File: config.mk
export PLATFORM = sky130hd
export DESIGN_NAME = qwsct_back
export DESIGN_NICKNAME = d
export VERILOG_FILES = /design/src/design/qwsct_pkg.sv /design/src/design/qwsct_back.sv
export SDC_FILE = /design/constraint.sdc
export NUM_CORES = 2
export LEC_CHECK = 0
export BUFFER_PORTS_ARGS = -buffer_cell sky130_fd_sc_hd__buf_2
export CORE_MARGIN = 2
export CORE_UTILIZATION = 45
export CTS_CLUSTER_SIZE = 10
export DETAILED_ROUTE_END_ITERATION = 6
export MAX_ROUTING_LAYER = met4
export PLACE_DENSITY = 0.6
export SLEW_MARGIN = 20
export SYNTH_ARGS = -nofsm -noshare
export SYNTH_HDL_FRONTEND = slang
export SYNTH_MEMORY_MAX_BITS = 65536
export SYNTH_SLANG_ARGS = --single-unit
File: constraint.sdc
create_clock -name clk -period 73.8 [get_ports clk]
set_input_delay 7.38 -clock clk [delete_from_list [all_inputs] [get_ports clk]]
set_output_delay 7.38 -clock clk [all_outputs]
set_load 0.05 [all_outputs]
File: src/design/qwsct_pkg.sv
package qwsct_pkg;

	// Field widths.
	localparam int ANGLE_W = 32;
	localparam int SINE_W = 16;
	localparam int TAN_W = 37;

	// Quarter-wave table geometry.
	localparam int TABLE_ENTRIES = 1000;
	localparam int IDX_W = 10;
	localparam int TAB_W = 15;

	// Angle constants in Q23.8 degrees.
	localparam logic [16:0] FULL_TURN = 17'd92160;
	localparam logic [16:0] QUARTER_TURN = 17'd23040;
	localparam logic [16:0] HALF_TURN = 17'd46080;
	localparam logic [16:0] THREE_QUARTER = 17'd69120;
	// Offset of 2^31 modulo a full turn, used to undo the sign bias.
	localparam logic [16:0] BIAS_MOD = 17'd63488;

	// Reciprocal of a full turn for the modulo reduction.
	localparam int RECIP_SHIFT = 48;
	localparam longint unsigned RECIP_L = ((64'd1 << RECIP_SHIFT) + 64'd92159) / 64'd92160;
	localparam logic [31:0] RECIP = RECIP_L[31:0];

	// Reciprocal of nine for the index scaling: idx = floor(v * 25 / 576).
	localparam longint unsigned DIV9_L = ((64'd1 << 17) + 64'd8) / 64'd9;
	localparam logic [13:0] DIV9 = DIV9_L[13:0];

	// Tangent when the cosine sample is zero: 1000000 in Q16.16.
	localparam logic [TAN_W-1:0] TAN_INF = 37'd65536000000;

	// Divider depth: one quotient bit per stage.
	localparam int QUO_W = 32;

	// Taylor series denominators (2k)(2k+1) for k = 1 to 12.
	localparam longint unsigned TAYLOR_DEN [12] = '{64'd6, 64'd20, 64'd42, 64'd72,
		64'd110, 64'd156, 64'd210, 64'd272, 64'd342, 64'd420, 64'd506, 64'd600};

	typedef logic [TAB_W-1:0] tab_t [TABLE_ENTRIES];

	// Sine and cosine samples handed from front to back.
	typedef struct packed {
		logic signed [SINE_W-1:0] sine;
		logic signed [SINE_W-1:0] cosine;
	} sc_t;

	// Folded angle and its sign.
	typedef struct packed {
		logic [14:0] v;
		logic neg;
	} fold_t;

	// Builds the sine samples with a Q30 Taylor series.
	function automatic tab_t build_table();
		tab_t tab;
		longint unsigned x, x2, term, pos, neg, val;
		for (int i = 0; i < TABLE_ENTRIES; i++) begin
			x = longint'(i) * 64'd1686629713 / 64'd1000;
			x2 = (x * x) >> 30;
			term = x;
			pos = x;
			neg = 0;
			for (int k = 1; k <= 12; k++) begin
				term = ((term * x2) >> 30) / TAYLOR_DEN[k-1];
				if (k % 2 == 1) begin
					neg = neg + term;
				end else begin
					pos = pos + term;
				end
			end
			val = (pos >= neg) ? pos - neg : 64'd0;
			val = (val + (64'd1 << 14)) >> 15;
			if (val > 64'd32767) begin
				val = 64'd32767;
			end
			tab[i] = val[TAB_W-1:0];
		end
		return tab;
	endfunction

	localparam tab_t SINE_TAB = build_table();

endpackage

File: src/design/qwsct_back.sv
module qwsct_back import qwsct_pkg::*; (
	input  logic clk,
	input  logic arst_n,
	input  logic in_valid,
	output logic in_ready,
	input  sc_t  in_sc,
	output logic empty,
	input  logic pop,
	output logic signed [SINE_W-1:0] sine,
	output logic signed [SINE_W-1:0] cosine,
	output logic signed [TAN_W-1:0] tangent
);

	logic en;
	logic v_q [QUO_W+1];
	logic [14:0] rem_s [QUO_W+1];
	logic [31:0] num_s [QUO_W+1];
	logic [31:0] quo_s [QUO_W+1];
	logic [14:0] cm_s [QUO_W+1];
	sc_t sc_s [QUO_W+1];
	logic flip_s [QUO_W+1];
	logic czero_s [QUO_W+1];

	// Two-entry output buffer.
	typedef struct packed {
		sc_t sc;
		logic [TAN_W-1:0] tan;
	} res_t;
	res_t ob_q [2];
	logic wp_q, rp_q;
	logic [1:0] cnt_q;
	logic ob_full, do_wr, do_rd;

	assign ob_full = (cnt_q == 2'd2);
	assign en = !v_q[QUO_W] || !ob_full;
	assign in_ready = en;

	// Magnitudes and rounded dividend of the incoming request.
	logic [15:0] sm, cm;
	logic [31:0] dividend;
	assign sm = in_sc.sine[15] ? 16'(-in_sc.sine) : in_sc.sine;
	assign cm = in_sc.cosine[15] ? 16'(-in_sc.cosine) : in_sc.cosine;
	assign dividend = {sm, 16'd0} + 32'(cm[15:1]);

	// Valid bits of the divider stages.
	always_ff @(posedge clk or negedge arst_n) begin
		if (!arst_n) begin
			for (int k = 0; k <= QUO_W; k++) v_q[k] <= 1'b0;
		end else if (en) begin
			v_q[0] <= in_valid;
			for (int k = 1; k <= QUO_W; k++) v_q[k] <= v_q[k-1];
		end
	end

	// Restoring divider, one quotient bit per stage.
	always_ff @(posedge clk) begin
		if (en) begin
			rem_s[0] <= '0;
			num_s[0] <= dividend;
			quo_s[0] <= '0;
			cm_s[0] <= cm[14:0];
			sc_s[0] <= in_sc;
			flip_s[0] <= in_sc.sine[15] ^ in_sc.cosine[15];
			czero_s[0] <= (in_sc.cosine == '0);
			for (int k = 1; k <= QUO_W; k++) begin
				logic [15:0] trial;
				trial = {rem_s[k-1], num_s[k-1][31]};
				if (trial >= {1'b0, cm_s[k-1]}) begin
					rem_s[k] <= 15'(trial - {1'b0, cm_s[k-1]});
					quo_s[k] <= {quo_s[k-1][30:0], 1'b1};
				end else begin
					rem_s[k] <= trial[14:0];
					quo_s[k] <= {quo_s[k-1][30:0], 1'b0};
				end
				num_s[k] <= {num_s[k-1][30:0], 1'b0};
				cm_s[k] <= cm_s[k-1];
				sc_s[k] <= sc_s[k-1];
				flip_s[k] <= flip_s[k-1];
				czero_s[k] <= czero_s[k-1];
			end
		end
	end

	// Signed tangent of the last stage.
	logic [TAN_W-1:0] tan_w;
	always_comb begin
		if (czero_s[QUO_W]) begin
			tan_w = TAN_INF;
		end else if (flip_s[QUO_W]) begin
			tan_w = -(TAN_W'(quo_s[QUO_W]));
		end else begin
			tan_w = TAN_W'(quo_s[QUO_W]);
		end
	end

	assign do_wr = v_q[QUO_W] && en;
	assign do_rd = pop && !empty;
	assign empty = (cnt_q == 2'd0);

	// Output buffer control.
	always_ff @(posedge clk or negedge arst_n) begin
		if (!arst_n) begin
			wp_q <= 1'b0;
			rp_q <= 1'b0;
			cnt_q <= '0;
		end else begin
			if (do_wr) wp_q <= !wp_q;
			if (do_rd) rp_q <= !rp_q;
			cnt_q <= cnt_q + 2'(do_wr) - 2'(do_rd);
		end
	end

	// Output buffer storage.
	always_ff @(posedge clk) begin
		if (do_wr) begin
			ob_q[wp_q] <= '{sc: sc_s[QUO_W], tan: tan_w};
		end
	end

	assign sine = ob_q[rp_q].sc.sine;
	assign cosine = ob_q[rp_q].sc.cosine;
	assign tangent = $signed(ob_q[rp_q].tan);

endmodule

==> flow_summary_export.csv <==
group,metric,value,unit
placed_design,dp_hpwl,128000,µm
floorplanning,die_area,263000,µm²
floorplanning,rows,186,
timing,setup_viol,0,
synth,synth-edff-count,2838,
cts,clockBufferDepth,4,
cts,worstSkewPairLatency,0.94,ns
synth,netlist.area_leader.share,0.732,
timing,finalCriticalPeriod,10.30,ns
drt,routed_wl,195000,µm
cts,htree_levels,5,
placed_design,gp_congestion,0.872,
final_layout,drive_gt1_frac,0.122,
final_layout,nets,8169,
critical_path,crit_end,"in_ready",
critical_path,cp.required,66.42,ns
synth,synth_area,116000,µm²
drt,avgViaCountPerCell,5.13,
critical_path,worstReg2RegStart,"cnt_q[1]",
drt,vias,56900,
critical_path,crit_chain,"nand2b_1, nor2_4, buf_4, inv_8, buf_2",
timing,finClkSkew,0.0837,ns
grt,overflow,0,
critical_path,ff2ff_setup_slack,68.40,ns
min_path,min_from,"sc_s[2][233]",
critical_path,startpoint,"cnt_q[0]",
floorplanning,start_util,0.453,
floorplanning,ios,107,
timing,hold_viol,0,
grt,grt_pass1_vias,58300,
synth,yosysWarnings,0,
drt,wl_per_cell,17.5,µm
critical_path,crit_family,"buffers and inverters",
timing,rsz0062_at_grt,"false",
cts,cts_hold_buf,0,
outcome,outcome,"completed",
min_path,hp-class,"register to register",
synth,synth-xor-area-share,0.0307,
grt,grt_pass1_wl,313000,µm
critical_path,cp-end-kind,"output pin",
synth,synthSimpleGateAreaFrac,0.0431,
job,drv_cap,0,
synth,synth_top_flop_cell,"edfxtp_1",
critical_path,critPathArrivalTime,2.92,ns
cts,tritoncts,"built",
synth,synthArstFlopShare,0.0129,
floorplanning,core_area,257000,µm²
grt,grt_use_total,0.152,
drt,antenna_left,0,
grt,antenna_found_initial,1,
synth,ys_seq_area_frac,0.740,
synth,yosysTopAreaCell,"edfxtp_1",
timing,finalCritPeriodShare,0.140,
critical_path,slowest_stage,"buf_4",
synth,synthAdderAreaFrac,0.0559,
synth,synth_top_family_by_area,"compound AO/OA/AOI/OAI gates",
timing,tns,0,ns
timing,tightest_slew,1.10,ns
cts,cts_buffers,345,
synth,synth_nets,7769,
grt,grt_max_degree,224,
timing,slew_headroom,0.270,
critical_path,critical-path-max-stage-delay,0.59,ns
synth,synth_mux_area_frac,0.0377,
placed_design,port_buffers,106,
critical_path,criticalPathCategory,"register to output pin",
cts,cts.sinks,2876,
synth,synth_seq_cells,2876,
critical_path,crit_fanout,49,
synth,synth_compound_area_frac,0.0675,
timing,max_clock_freq,0.0971,GHz
critical_path,crit_path_start_kind,"register",
synth,synth_area_leaders,"edfxtp_1 (73%), ha_1 (5.1%), mux2_2 (3.4%), inv_1 (2.1%), a21oi_1 (1.8%)",
final_layout,syn2layout_area_growth,12.0,%
drt,drt_iter0_drc,3949,
synth,avgSynthCellArea,16.1,µm²
critical_path,r2r_end,"quo_s[10][5]",
critical_path,timing.critical_path.buf_inv,3,
synth,synth_cell_type_count,76,
floorplanning,die_w,513,µm
critical_path,crit_cells,5,
critical_path,worst-r2r-cell-count,8,
drt,drt_pass1_iterations,5,
synth,syn-instance-count,7231,
cts,root_buffer,"clkbuf_16",
cts,ctsResizeCount,0,
floorplanning,dieHeight,513,µm
timing,slew_violations,0,
drt,drc,0,
cts,post_cts_buffers,0,
cts,clk_pin_slew,0.05,ns
## stage by stage
step / cells / util / area (µm²) / hold WS [ns] / setup slack (ns)
6_report: 11100 / 0.507 / 130000 / 0.375 / 63.50
5_1_grt: 11100 / 0.507 / 130000 / 0.380 / 63.33
4_1_cts: 11100 / 0.507 / 130000 / 0.371 / 63.42
3_5_place_dp: 10700 / 0.472 / 121000 / 0.405 / 64.41
3_3_place_gp: 10700 / 0.472 / 121000 / 0.400 / 64.41
2_1_floorplan: 7231 / - / 116000 / 0.400 / 32.12
## flip-flops by register name (all words and copies together), names as in the netlist
register  cells
sc_s       1024
quo_s       528
cm_s        480
rem_s       465
num_s       138
ob_q        138
czero_s      33
flip_s       33
v_q          33
cnt_q         2
rp_q          1
wp_q          1
## layout by cell type, fill, tap and decap left out, types with 16 or more instances in the layout
master / count
edfxtp_1: 2838
o211ai_1: 16
inv_1: 651
nand3_1: 58
a31oi_1: 21
o41ai_1: 18
clkbuf_16: 349
clkbuf_1: 44
o21a_1: 63
nor2b_1: 81
buf_2: 106
nand2b_1: 38
buf_4: 43
and2_1: 36
mux2_2: 353
and3_1: 37
xor2_1: 178
ha_1: 472
dfrtp_1: 36
nor2_1: 232
or2_2: 23
nand4_1: 28
fa_1: 30
xnor2_1: 230
nand2_1: 374
a21o_1: 169
o21ai_0: 282
mux2i_1: 29
nor3_1: 80
o21bai_1: 38
a21oi_1: 413
o31ai_1: 41
a2111oi_0: 24
a211oi_1: 22
## metal layers
metal / up-vias / track usage / wire, µm
li1: 27800 / - / -
met1: 27600 / 0.183 / 81900
met2: 1040 / 0.256 / 98200
met4: 0 / 0.0622 / 7520
met5: - / - / 0
met3: 476 / 0.0238 / 6890
## worst register-to-register path, stage by stage, from the launching register on
cell	delay (ns)
dfrtp_1	0.41
nand2b_1	0.18
nor2_4	0.04
buf_4	0.32
inv_8	0.70
buf_4	0.68
buf_4	0.82
buf_4	0.87
buf_4	0.95
## synth_stat cells, drive strengths merged, types with 16 or more instances
cell type / number
nand4: 28
a211oi: 24
fa: 30
dfrtp: 37
inv: 653
nor2: 234
o31ai: 44
o211ai: 16
xor2: 178
nand2b: 38
nor3: 80
nor2b: 81
a2111oi: 25
xnor2: 230
o21a: 63
and3: 38
a21oi: 415
or3: 16
nand2: 374
nand3: 58
o21ai: 287
ha: 472
clkbuf: 65
a21o: 169
mux2i: 29
or2: 23
mux2: 361
a31oi: 21
and2: 36
buf: 38
o41ai: 20
edfxtp: 2838
o21bai: 38
## how the worst min path moves through the flow
stage | endpoint | slack, ns | cells past startpoint
6_report | sc_s[3][9] | 0.37 | 0
5_1_grt | quo_s[21][6] | 0.38 | 0
4_1_cts | sc_s[3][11] | 0.37 | 0
3_5_place_dp | czero_s[0][4] | 0.40 | 0
3_3_place_gp | sc_s[3][148] | 0.40 | 0
2_1_floorplan | czero_s[0][10] | 0.40 | 0
## logic make-up after synthesis
kind of cell | after synthesis
flip-flops | 2876
AO/OA/AOI/OAI | 1244
AND/OR/NAND/NOR | 1055
buffers and inverters | 756
adder cells (fa/ha/maj) | 502
XOR/XNOR | 408
multiplexers | 390
## cell type report
type	count	area, µm²
flip-flops and latches	2876	86200
multi-input cells	3599	27400
clock buffers	394	8910
inverters	653	2470
fillers	20900	127000
diodes	1	2.50
clock inverters	32	233
well taps	3384	4230
repair buffers	156	987
Power is left out: the tool's default activity adds up to more than one toggle a clock period on the data nets, which glitch-free logic cannot reach.
