<file path="config.mk">
export PLATFORM = sky130hd
export DESIGN_NAME = qwsct_queue
export DESIGN_NICKNAME = d
export VERILOG_FILES = /design/src/design/qwsct_pkg.sv /design/src/design/qwsct_queue.sv
export SDC_FILE = /design/constraint.sdc
export NUM_CORES = 1
export LEC_CHECK = 0
export BUFFER_PORTS_ARGS = -buffer_cell sky130_fd_sc_hd__buf_4
export CAP_MARGIN = 10
export CORE_ASPECT_RATIO = 2
export CORE_MARGIN = 4
export CORE_UTILIZATION = 52
export DETAILED_ROUTE_END_ITERATION = 10
export PLACE_DENSITY = 0.76
export SKIP_LAST_GASP = 1
export SYNTH_ARGS = -nofsm -noshare
export SYNTH_HDL_FRONTEND = slang
export SYNTH_SLANG_ARGS = --single-unit
</file>
<file path="constraint.sdc">
create_clock -name clk -period 2.7 [get_ports clk]
set_clock_uncertainty 0.05 [all_clocks]
set_input_delay 0.135 -clock clk [delete_from_list [all_inputs] [get_ports clk]]
set_output_delay 0.135 -clock clk [all_outputs]
set_load 0.1 [all_outputs]
</file>
<file path="src/design/qwsct_pkg.sv">
package qwsct_pkg;

	// Field widths.
	localparam int ANGLE_W = 32;
	localparam int SINE_W = 16;
	localparam int TAN_W = 37;

	// Quarter-wave table geometry.
	localparam int TABLE_ENTRIES = 1000;
	localparam int IDX_W = 10;
	localparam int TAB_W = 15;

	// Angle constants in Q23.8 degrees.
	localparam logic [16:0] FULL_TURN = 17'd92160;
	localparam logic [16:0] QUARTER_TURN = 17'd23040;
	localparam logic [16:0] HALF_TURN = 17'd46080;
	localparam logic [16:0] THREE_QUARTER = 17'd69120;
	// Offset of 2^31 modulo a full turn, used to undo the sign bias.
	localparam logic [16:0] BIAS_MOD = 17'd63488;

	// Reciprocal of a full turn for the modulo reduction.
	localparam int RECIP_SHIFT = 48;
	localparam longint unsigned RECIP_L = ((64'd1 << RECIP_SHIFT) + 64'd92159) / 64'd92160;
	localparam logic [31:0] RECIP = RECIP_L[31:0];

	// Reciprocal of nine for the index scaling: idx = floor(v * 25 / 576).
	localparam longint unsigned DIV9_L = ((64'd1 << 17) + 64'd8) / 64'd9;
	localparam logic [13:0] DIV9 = DIV9_L[13:0];

	// Tangent when the cosine sample is zero: 1000000 in Q16.16.
	localparam logic [TAN_W-1:0] TAN_INF = 37'd65536000000;

	// Divider depth: one quotient bit per stage.
	localparam int QUO_W = 32;

	// Taylor series denominators (2k)(2k+1) for k = 1 to 12.
	localparam longint unsigned TAYLOR_DEN [12] = '{64'd6, 64'd20, 64'd42, 64'd72,
		64'd110, 64'd156, 64'd210, 64'd272, 64'd342, 64'd420, 64'd506, 64'd600};

	typedef logic [TAB_W-1:0] tab_t [TABLE_ENTRIES];

	// Sine and cosine samples handed from front to back.
	typedef struct packed {
		logic signed [SINE_W-1:0] sine;
		logic signed [SINE_W-1:0] cosine;
	} sc_t;

	// Folded angle and its sign.
	typedef struct packed {
		logic [14:0] v;
		logic neg;
	} fold_t;

	// Builds the sine samples with a Q30 Taylor series.
	function automatic tab_t build_table();
		tab_t tab;
		longint unsigned x, x2, term, pos, neg, val;
		for (int i = 0; i < TABLE_ENTRIES; i++) begin
			x = longint'(i) * 64'd1686629713 / 64'd1000;
			x2 = (x * x) >> 30;
			term = x;
			pos = x;
			neg = 0;
			for (int k = 1; k <= 12; k++) begin
				term = ((term * x2) >> 30) / TAYLOR_DEN[k-1];
				if (k % 2 == 1) begin
					neg = neg + term;
				end else begin
					pos = pos + term;
				end
			end
			val = (pos >= neg) ? pos - neg : 64'd0;
			val = (val + (64'd1 << 14)) >> 15;
			if (val > 64'd32767) begin
				val = 64'd32767;
			end
			tab[i] = val[TAB_W-1:0];
		end
		return tab;
	endfunction

	localparam tab_t SINE_TAB = build_table();

endpackage

</file>
<file path="src/design/qwsct_queue.sv">
module qwsct_queue import qwsct_pkg::*; (
	input  logic clk,
	input  logic arst_n,
	input  logic wr_valid,
	output logic wr_ready,
	input  sc_t  wr_data,
	output logic rd_valid,
	input  logic rd_ready,
	output sc_t  rd_data
);

	sc_t mem_q [4];
	logic [1:0] wp_q, rp_q;
	logic [2:0] cnt_q;
	logic do_wr, do_rd;

	assign wr_ready = (cnt_q != 3'd4);
	assign rd_valid = (cnt_q != 3'd0);
	assign do_wr = wr_valid && wr_ready;
	assign do_rd = rd_valid && rd_ready;
	assign rd_data = mem_q[rp_q];

	// Pointers and fill count.
	always_ff @(posedge clk or negedge arst_n) begin
		if (!arst_n) begin
			wp_q <= '0;
			rp_q <= '0;
			cnt_q <= '0;
		end else begin
			if (do_wr) wp_q <= wp_q + 2'd1;
			if (do_rd) rp_q <= rp_q + 2'd1;
			cnt_q <= cnt_q + 3'(do_wr) - 3'(do_rd);
		end
	end

	// Storage.
	always_ff @(posedge clk) begin
		if (do_wr) begin
			mem_q[wp_q] <= wr_data;
		end
	end

endmodule

</file>
==> run_results.csv, run 1 <==
group,metric,value,unit
clocking,cts_tree,"built",
die,start_util,52.94,%
synthesis,avgSynthCellArea,24.57,um^2
drt,vias_per_cell,5.219,
setup_path,critPathLaunchType,"flop",
synthesis,yosysSeqAreaShare,78.27,%
grt,gr-total-overflow,0,
synthesis,synth_warnings,0,
grt,grt_pass1_wl,14.70,mm
final_layout,area_growth,32.36,%
grt,globalRouteTotalUtil,17.49,%
setup_path,cp.arrival,2.66,ns
drt,drt-initial-drc-count,133,
synthesis,synthCells,209,
die,dieWidth,78.27,um
synthesis,synth.top_cells.by_count,"edfxtp_1, mux4_2, dfrtp_1",
drt,dr.pass1.iters,4,
placement,place_hpwl,5.387,mm
timing,fin_setup_tns,0,ns
setup_path,worst_setup_path_end_kind,"flop",
setup_path,crit_type,"reg2reg",
drt,ant_nets,0,
synthesis,synth_most_common_cell,"edfxtp_1",
die,core_region_area,0.009699,mm^2
clocking,numCtsBuffers,17,
hold_path,holdCritPathClass,"in2reg",
drt,finalWirelength,8.999,mm
setup_path,crit_fanout,8,
clocking,cts_max_level,4,
timing,worst_slew_pin_slew,0.8765,ns
die,ios,70,
synthesis,synth_edf_count,128,
grt,antenna_found_initial,0,
timing,post-route-period-util,90.00,%
grt,grt_max_degree,33,
placement,io_buffers,69,
final_layout,fillers,642,
drt,wl_per_cell,19.11,um
drt,vias,2458,
clocking,cts.reportedPaths.clkPinSlew,0.06,ns
timing,fmax,0.4115,GHz
final_layout,drive_above_1_share,40.71,%
synthesis,synthFlopType,"edfxtp_1",
clocking,cts_sinks,135,
setup_path,reg2reg_setup_slack,0.27,ns
synthesis,yosysUniqueCellTypes,22,
timing,fin_crit,2.430,ns
synthesis,ys_async_sr_fraction,5.185,%
clocking,post_cts_buffers,0,
clocking,ctsHoldBuffers,33,
clocking,cts_buffer_depth,2,
clocking,cts-resized-gates,0,
setup_path,crit_required,2.93,ns
synthesis,ys_ff_latch,135,
hold_path,holdPathEnd,"wp_q[1]$_DFFE_PN0P_",
synthesis,synth_fp_nets,252,
clocking,cts-root-buf,"clkbuf_16",
die,rows,51,
clocking,clock_latency,0.41,ns
timing,finalSetupViolations,0,
job,maxCapViolCount,0,
die,design.die.area,0.01162,mm^2
setup_path,reg2reg_to,"cnt_q[2]$_DFF_PN0_",
timing,rsz0062_at_grt,"false",
final_layout,antennaDiodeCount,0,
timing,slew_viol_final,0,
hold_path,min_from,"wr_valid",
hold_path,hold-path-cell-count,3,
grt,grt_pass1_vias,2819,
synthesis,synth_area_leader_cell,"edfxtp_1",
setup_path,rr_worst_depth,9,
final_layout,layout.nets,370,
die,die_y,148.5,um
drt,drc_errors,0,
synthesis,synth_top_area_share,74.85,%
synthesis,synth_area_leaders,"edfxtp_1, mux4_2, dfrtp_1",
timing,hold_viol,0,
synthesis,synth_area,0.005135,mm^2
placement,gp_congestion,0.6971,
status,outcome,"completed",
setup_path,reg2reg_from,"cnt_q[1]$_DFF_PN0_",
timing,max-slew-margin-rel,41.57,%
## stage by stage
| stage | cell area [um^2] | hold slack (ns) | setup WS [ns] | util, % | instances |
|---|---|---|---|---|---|
| 2_1_floorplan | 5135 | -0.2106 | 0.5511 | - | 209 |
| 3_3_place_gp | 5784 | -0.09796 | 0.4519 | 59.64 | 407 |
| 3_5_place_dp | 5784 | -0.09605 | 0.2765 | 59.64 | 407 |
| 4_1_cts | 6797 | 0.001590 | 0.2651 | 70.07 | 471 |
| 5_1_grt | 6797 | 0.03380 | 0.09513 | 70.07 | 471 |
| 6_report | 6797 | 0.02085 | 0.2700 | 70.07 | 471 |
## registers in the layout (all words and copies together), names as in the netlist
signal  cells
rp_q        2
wp_q        2
mem_q     128
cnt_q       3
## layout by cell type (no fill, tap or decap), types with 6 or more instances in the layout
cell / instances
edfxtp_1: 128
buf_4: 73
dlygate4sd3_1: 33
mux4_2: 28
clkbuf_16: 17
bufinv_16: 7
inv_1: 6
ha_1: 6
dfrtp_1: 6
## logic make-up after synthesis
group | after synthesis | synth area share (%)
flops | 135 | 78.27
mux | 32 | 14.33
buf+inv | 14 | 2.193
simple gates | 13 | 2.047
fa+ha+maj | 7 | 1.852
compound gates | 4 | 0.6335
xor+xnor | 4 | 0.6824
## how the worst max path moves through the flow
| stage | startpoint | to | slack [ns] |
|---|---|---|---|
| 4_1_cts | cnt_q[1]$_DFF_PN0_ | cnt_q[2]$_DFF_PN0_ | 0.27 |
| 3_5_place_dp | cnt_q[1]$_DFF_PN0_ | cnt_q[2]$_DFF_PN0_ | 0.28 |
| 3_3_place_gp | cnt_q[1]$_DFF_PN0_ | cnt_q[2]$_DFF_PN0_ | 0.45 |
| 2_1_floorplan | cnt_q[1]$_DFF_PN0_ | cnt_q[2]$_DFF_PN0_ | 0.55 |
| 5_1_grt | cnt_q[1]$_DFF_PN0_ | cnt_q[2]$_DFF_PN0_ | 0.1 |
| 6_report | cnt_q[1]$_DFF_PN0_ | cnt_q[2]$_DFF_PN0_ | 0.27 |
## per-layer routing
layer  vias to the layer above  wire [um]  global-route usage, %
met3                        14        359                  5.758
li1                       1116          -                      -
met2                        60       5158                  30.88
met1                      1268       3329                  19.02
met4                         0        151                  7.443
met5                         -          0                      0
## final cells by class
cell class | count | area, um^2 | share of cell area [%]
clock buffers | 18 | 429.2 | 6.314
repair buffers | 107 | 898.4 | 13.22
well taps | 132 | 165.2 | 2.430
multi-input cells | 60 | 1008 | 14.84
inverters | 6 | 22.52 | 0.3314
clock inverters | 13 | 252.7 | 3.719
flip-flops and latches | 135 | 4020 | 59.15
## critical path: stages, from the launching register on
cell and delay, ns:
dfrtp_1 0.48, nor3b_2 0.44, nand2b_1 0.18, ha_1 0.24
inv_1 0.06, ha_1 0.14, inv_1 0.05, fa_1 0.38
xnor2_1 0.15, xnor2_1 0.14
Power of run 1 is not shown: default switching activity piles up to over one toggle a cycle in this logic, so the estimate is an artifact.
==> run 2: changes to the inputs <==
Settings changed: CAP_MARGIN 10 to 40, CORE_ASPECT_RATIO 2 to 0.5.
==> run 2 against run 1 <==
Compared with the run above:
- cell area increased by 0.11%
- die area hardly changed
- global-route usage is 2.1 points higher
- wire length rose by 15%
- highest routed layer unchanged
- first-iteration DRC count up 36%
- largest cell class unchanged
- worst setup slack better by 0.047 ns
- via count grew 4.8%
==> run_results.csv, run 2 (synthesized netlist as in run 1, its figures left out) <==
group,metric,value,unit
setup_path,worst-path-buf-inv,2,
die,core_region_area,0.009540,mm^2
placement,io_buffers,69,
setup_path,cp.arrival,2.62,ns
drt,drt-initial-drc-count,181,
final_layout,drive_above_1_share,40.35,%
die,rows,25,
grt,grt_max_degree,27,
final_layout,mostFrequentLayoutCell,"edfxtp_1",
final_layout,fillers,548,
die,design.die.area,0.01163,mm^2
final_layout,largestRegisters,"mem_q (128), cnt_q (3)",
die,start_util,53.82,%
status,outcome,"completed",
final_layout,antennaDiodeCount,0,
grt,grt_pass1_wl,16.30,mm
clocking,cts_buffer_depth,2,
grt,globalRouteTotalUtil,19.54,%
die,die_y,78.27,um
setup_path,crit_fanout,8,
setup_path,critPathTopFamily,"adder cells",
timing,worst_slew_pin_slew,0.4830,ns
timing,fin_crit,2.383,ns
timing,rsz0062_at_grt,"false",
clocking,cts-root-buf,"clkbuf_16",
clocking,post_cts_buffers,0,
hold_path,holdCritPathClass,"in2async",
clocking,cts_max_level,4,
clocking,clock_latency,0.41,ns
setup_path,cpPeakStageDelay,0.48,ns
setup_path,worst_setup_path_end_kind,"flop",
timing,fin_setup_tns,0,ns
setup_path,crit_slowest_cell,"dfrtp_1",
drt,vias_per_cell,5.344,
die,ios,70,
setup_path,cp_cell_sequence,"nor3b_2 > nand2b_1 > ha_1 > inv_1 > ha_1 > inv_1 > fa_1 > xnor2_1 > xnor2_1",
final_layout,regMostFlops,"mem_q",
final_layout,final_cell_mix,"edfxtp_1, buf_4, dlygate4sd3_1, mux4_2, clkbuf_16",
setup_path,crit_required,2.93,ns
drt,finalWirelength,10.37,mm
clocking,numCtsBuffers,17,
drt,wl_per_cell,21.51,um
die,dieWidth,148.5,um
final_layout,largest_register_ff_count,128,
timing,fmax,0.4197,GHz
placement,gp_congestion,0.7249,
final_layout,layout.nets,377,
placement,place_hpwl,5.934,mm
clocking,cts.reportedPaths.clkPinSlew,0.05,ns
final_layout,area_growth,32.50,%
drt,dr.pass1.iters,4,
timing,hold_viol,0,
clocking,cts_sinks,135,
timing,post-route-period-util,88.26,%
setup_path,crit_type,"reg2reg",
job,maxCapViolCount,0,
grt,antenna_found_initial,0,
grt,grt_pass1_vias,2823,
drt,drc_errors,0,
setup_path,critPathLaunchType,"flop",
grt,gr-total-overflow,0,
timing,max-slew-margin-rel,67.80,%
timing,finalSetupViolations,0,
timing,slew_viol_final,0,
final_layout,register_area,0.004020,mm^2
final_layout,multi_input_area,0.001008,mm^2
drt,ant_nets,0,
clocking,cts_tree,"built",
drt,vias,2576,
==> run 2: cell types whose count changed in the layout (fill, tap and decap cells not counted) <==
cell           change
clkinv_2           +2
buf_4              +5
clkinvlp_4         -2
dlygate4sd3_1      +1
clkinv_4           -2
buf_12             +1
bufinv_16          -2
clkinv_1           +3
clkbuf_1           +2
==> run 2: area by class of cell <==
type,count,area share [%]
multi-input cells,60,14.82
inverters,6,0.3310
well taps,135,2.483
flip-flops and latches,135,59.08
clock buffers,20,6.418
clock inverters,12,2.666
repair buffers,114,14.20
==> run 2: per-layer routing <==
metal	wire (um)	up-vias	share of wire, %	track usage (%)
li1	-	1135	-	-
met1	3957	1311	38	23.29
met2	5603	111	54	33.45
met3	602	19	5.8	5.940
met4	205	0	2.0	8.387
met5	0	-	0	0
==> run 2: final timing paths <==
kind                                     startpoint                   to  slack (ns)  cells past startpoint
worst max-delay path             cnt_q[1]$_DFF_PN0_   cnt_q[2]$_DFF_PN0_        0.32                      9
worst min-delay path                         arst_n  wp_q[1]$_DFFE_PN0P_        0.03                      2
min in group clk                           rd_ready  rp_q[1]$_DFFE_PN0P_        0.03                      3
worst max register to register   cnt_q[1]$_DFF_PN0_   cnt_q[2]$_DFF_PN0_        0.32                      9
worst min register to register  wp_q[1]$_DFFE_PN0P_  wp_q[1]$_DFFE_PN0P_        0.60                      2
max in group asynchronous                    arst_n  rp_q[0]$_DFFE_PN0P_        2.43                      2
==> run 2: timing repair <==
item	4_1_cts	5_1_grt
hold buffers	34	0
resized for setup	0	0
hold endpoints to repair	137	0
setup endpoints to repair	0	0
==> run 2: stage by stage <==
stage / hold WS [ns] / setup WS, ns / area, um^2 / util, % / instances
after floorplan: -0.2106 / 0.5511 / 5135 / - / 209
after global placement: -0.09776 / 0.4905 / 5846 / 61.27 / 416
after detailed placement: -0.08940 / 0.3204 / 5846 / 61.27 / 416
after CTS: 0.01290 / 0.2658 / 6804 / 71.32 / 482
after global routing: 0.02848 / 0.1457 / 6804 / 71.32 / 482
final: 0.02708 / 0.3171 / 6804 / 71.32 / 482
==> run 2: worst reg2reg max path: stages (launching register included) <==
cell and delay, ns:
dfrtp_1 0.48, nor3b_2 0.45, nand2b_1 0.17, ha_1 0.23
inv_1 0.06, ha_1 0.13, inv_1 0.05, fa_1 0.38
xnor2_1 0.15, xnor2_1 0.13
Power of run 2 is left out for the same reason.
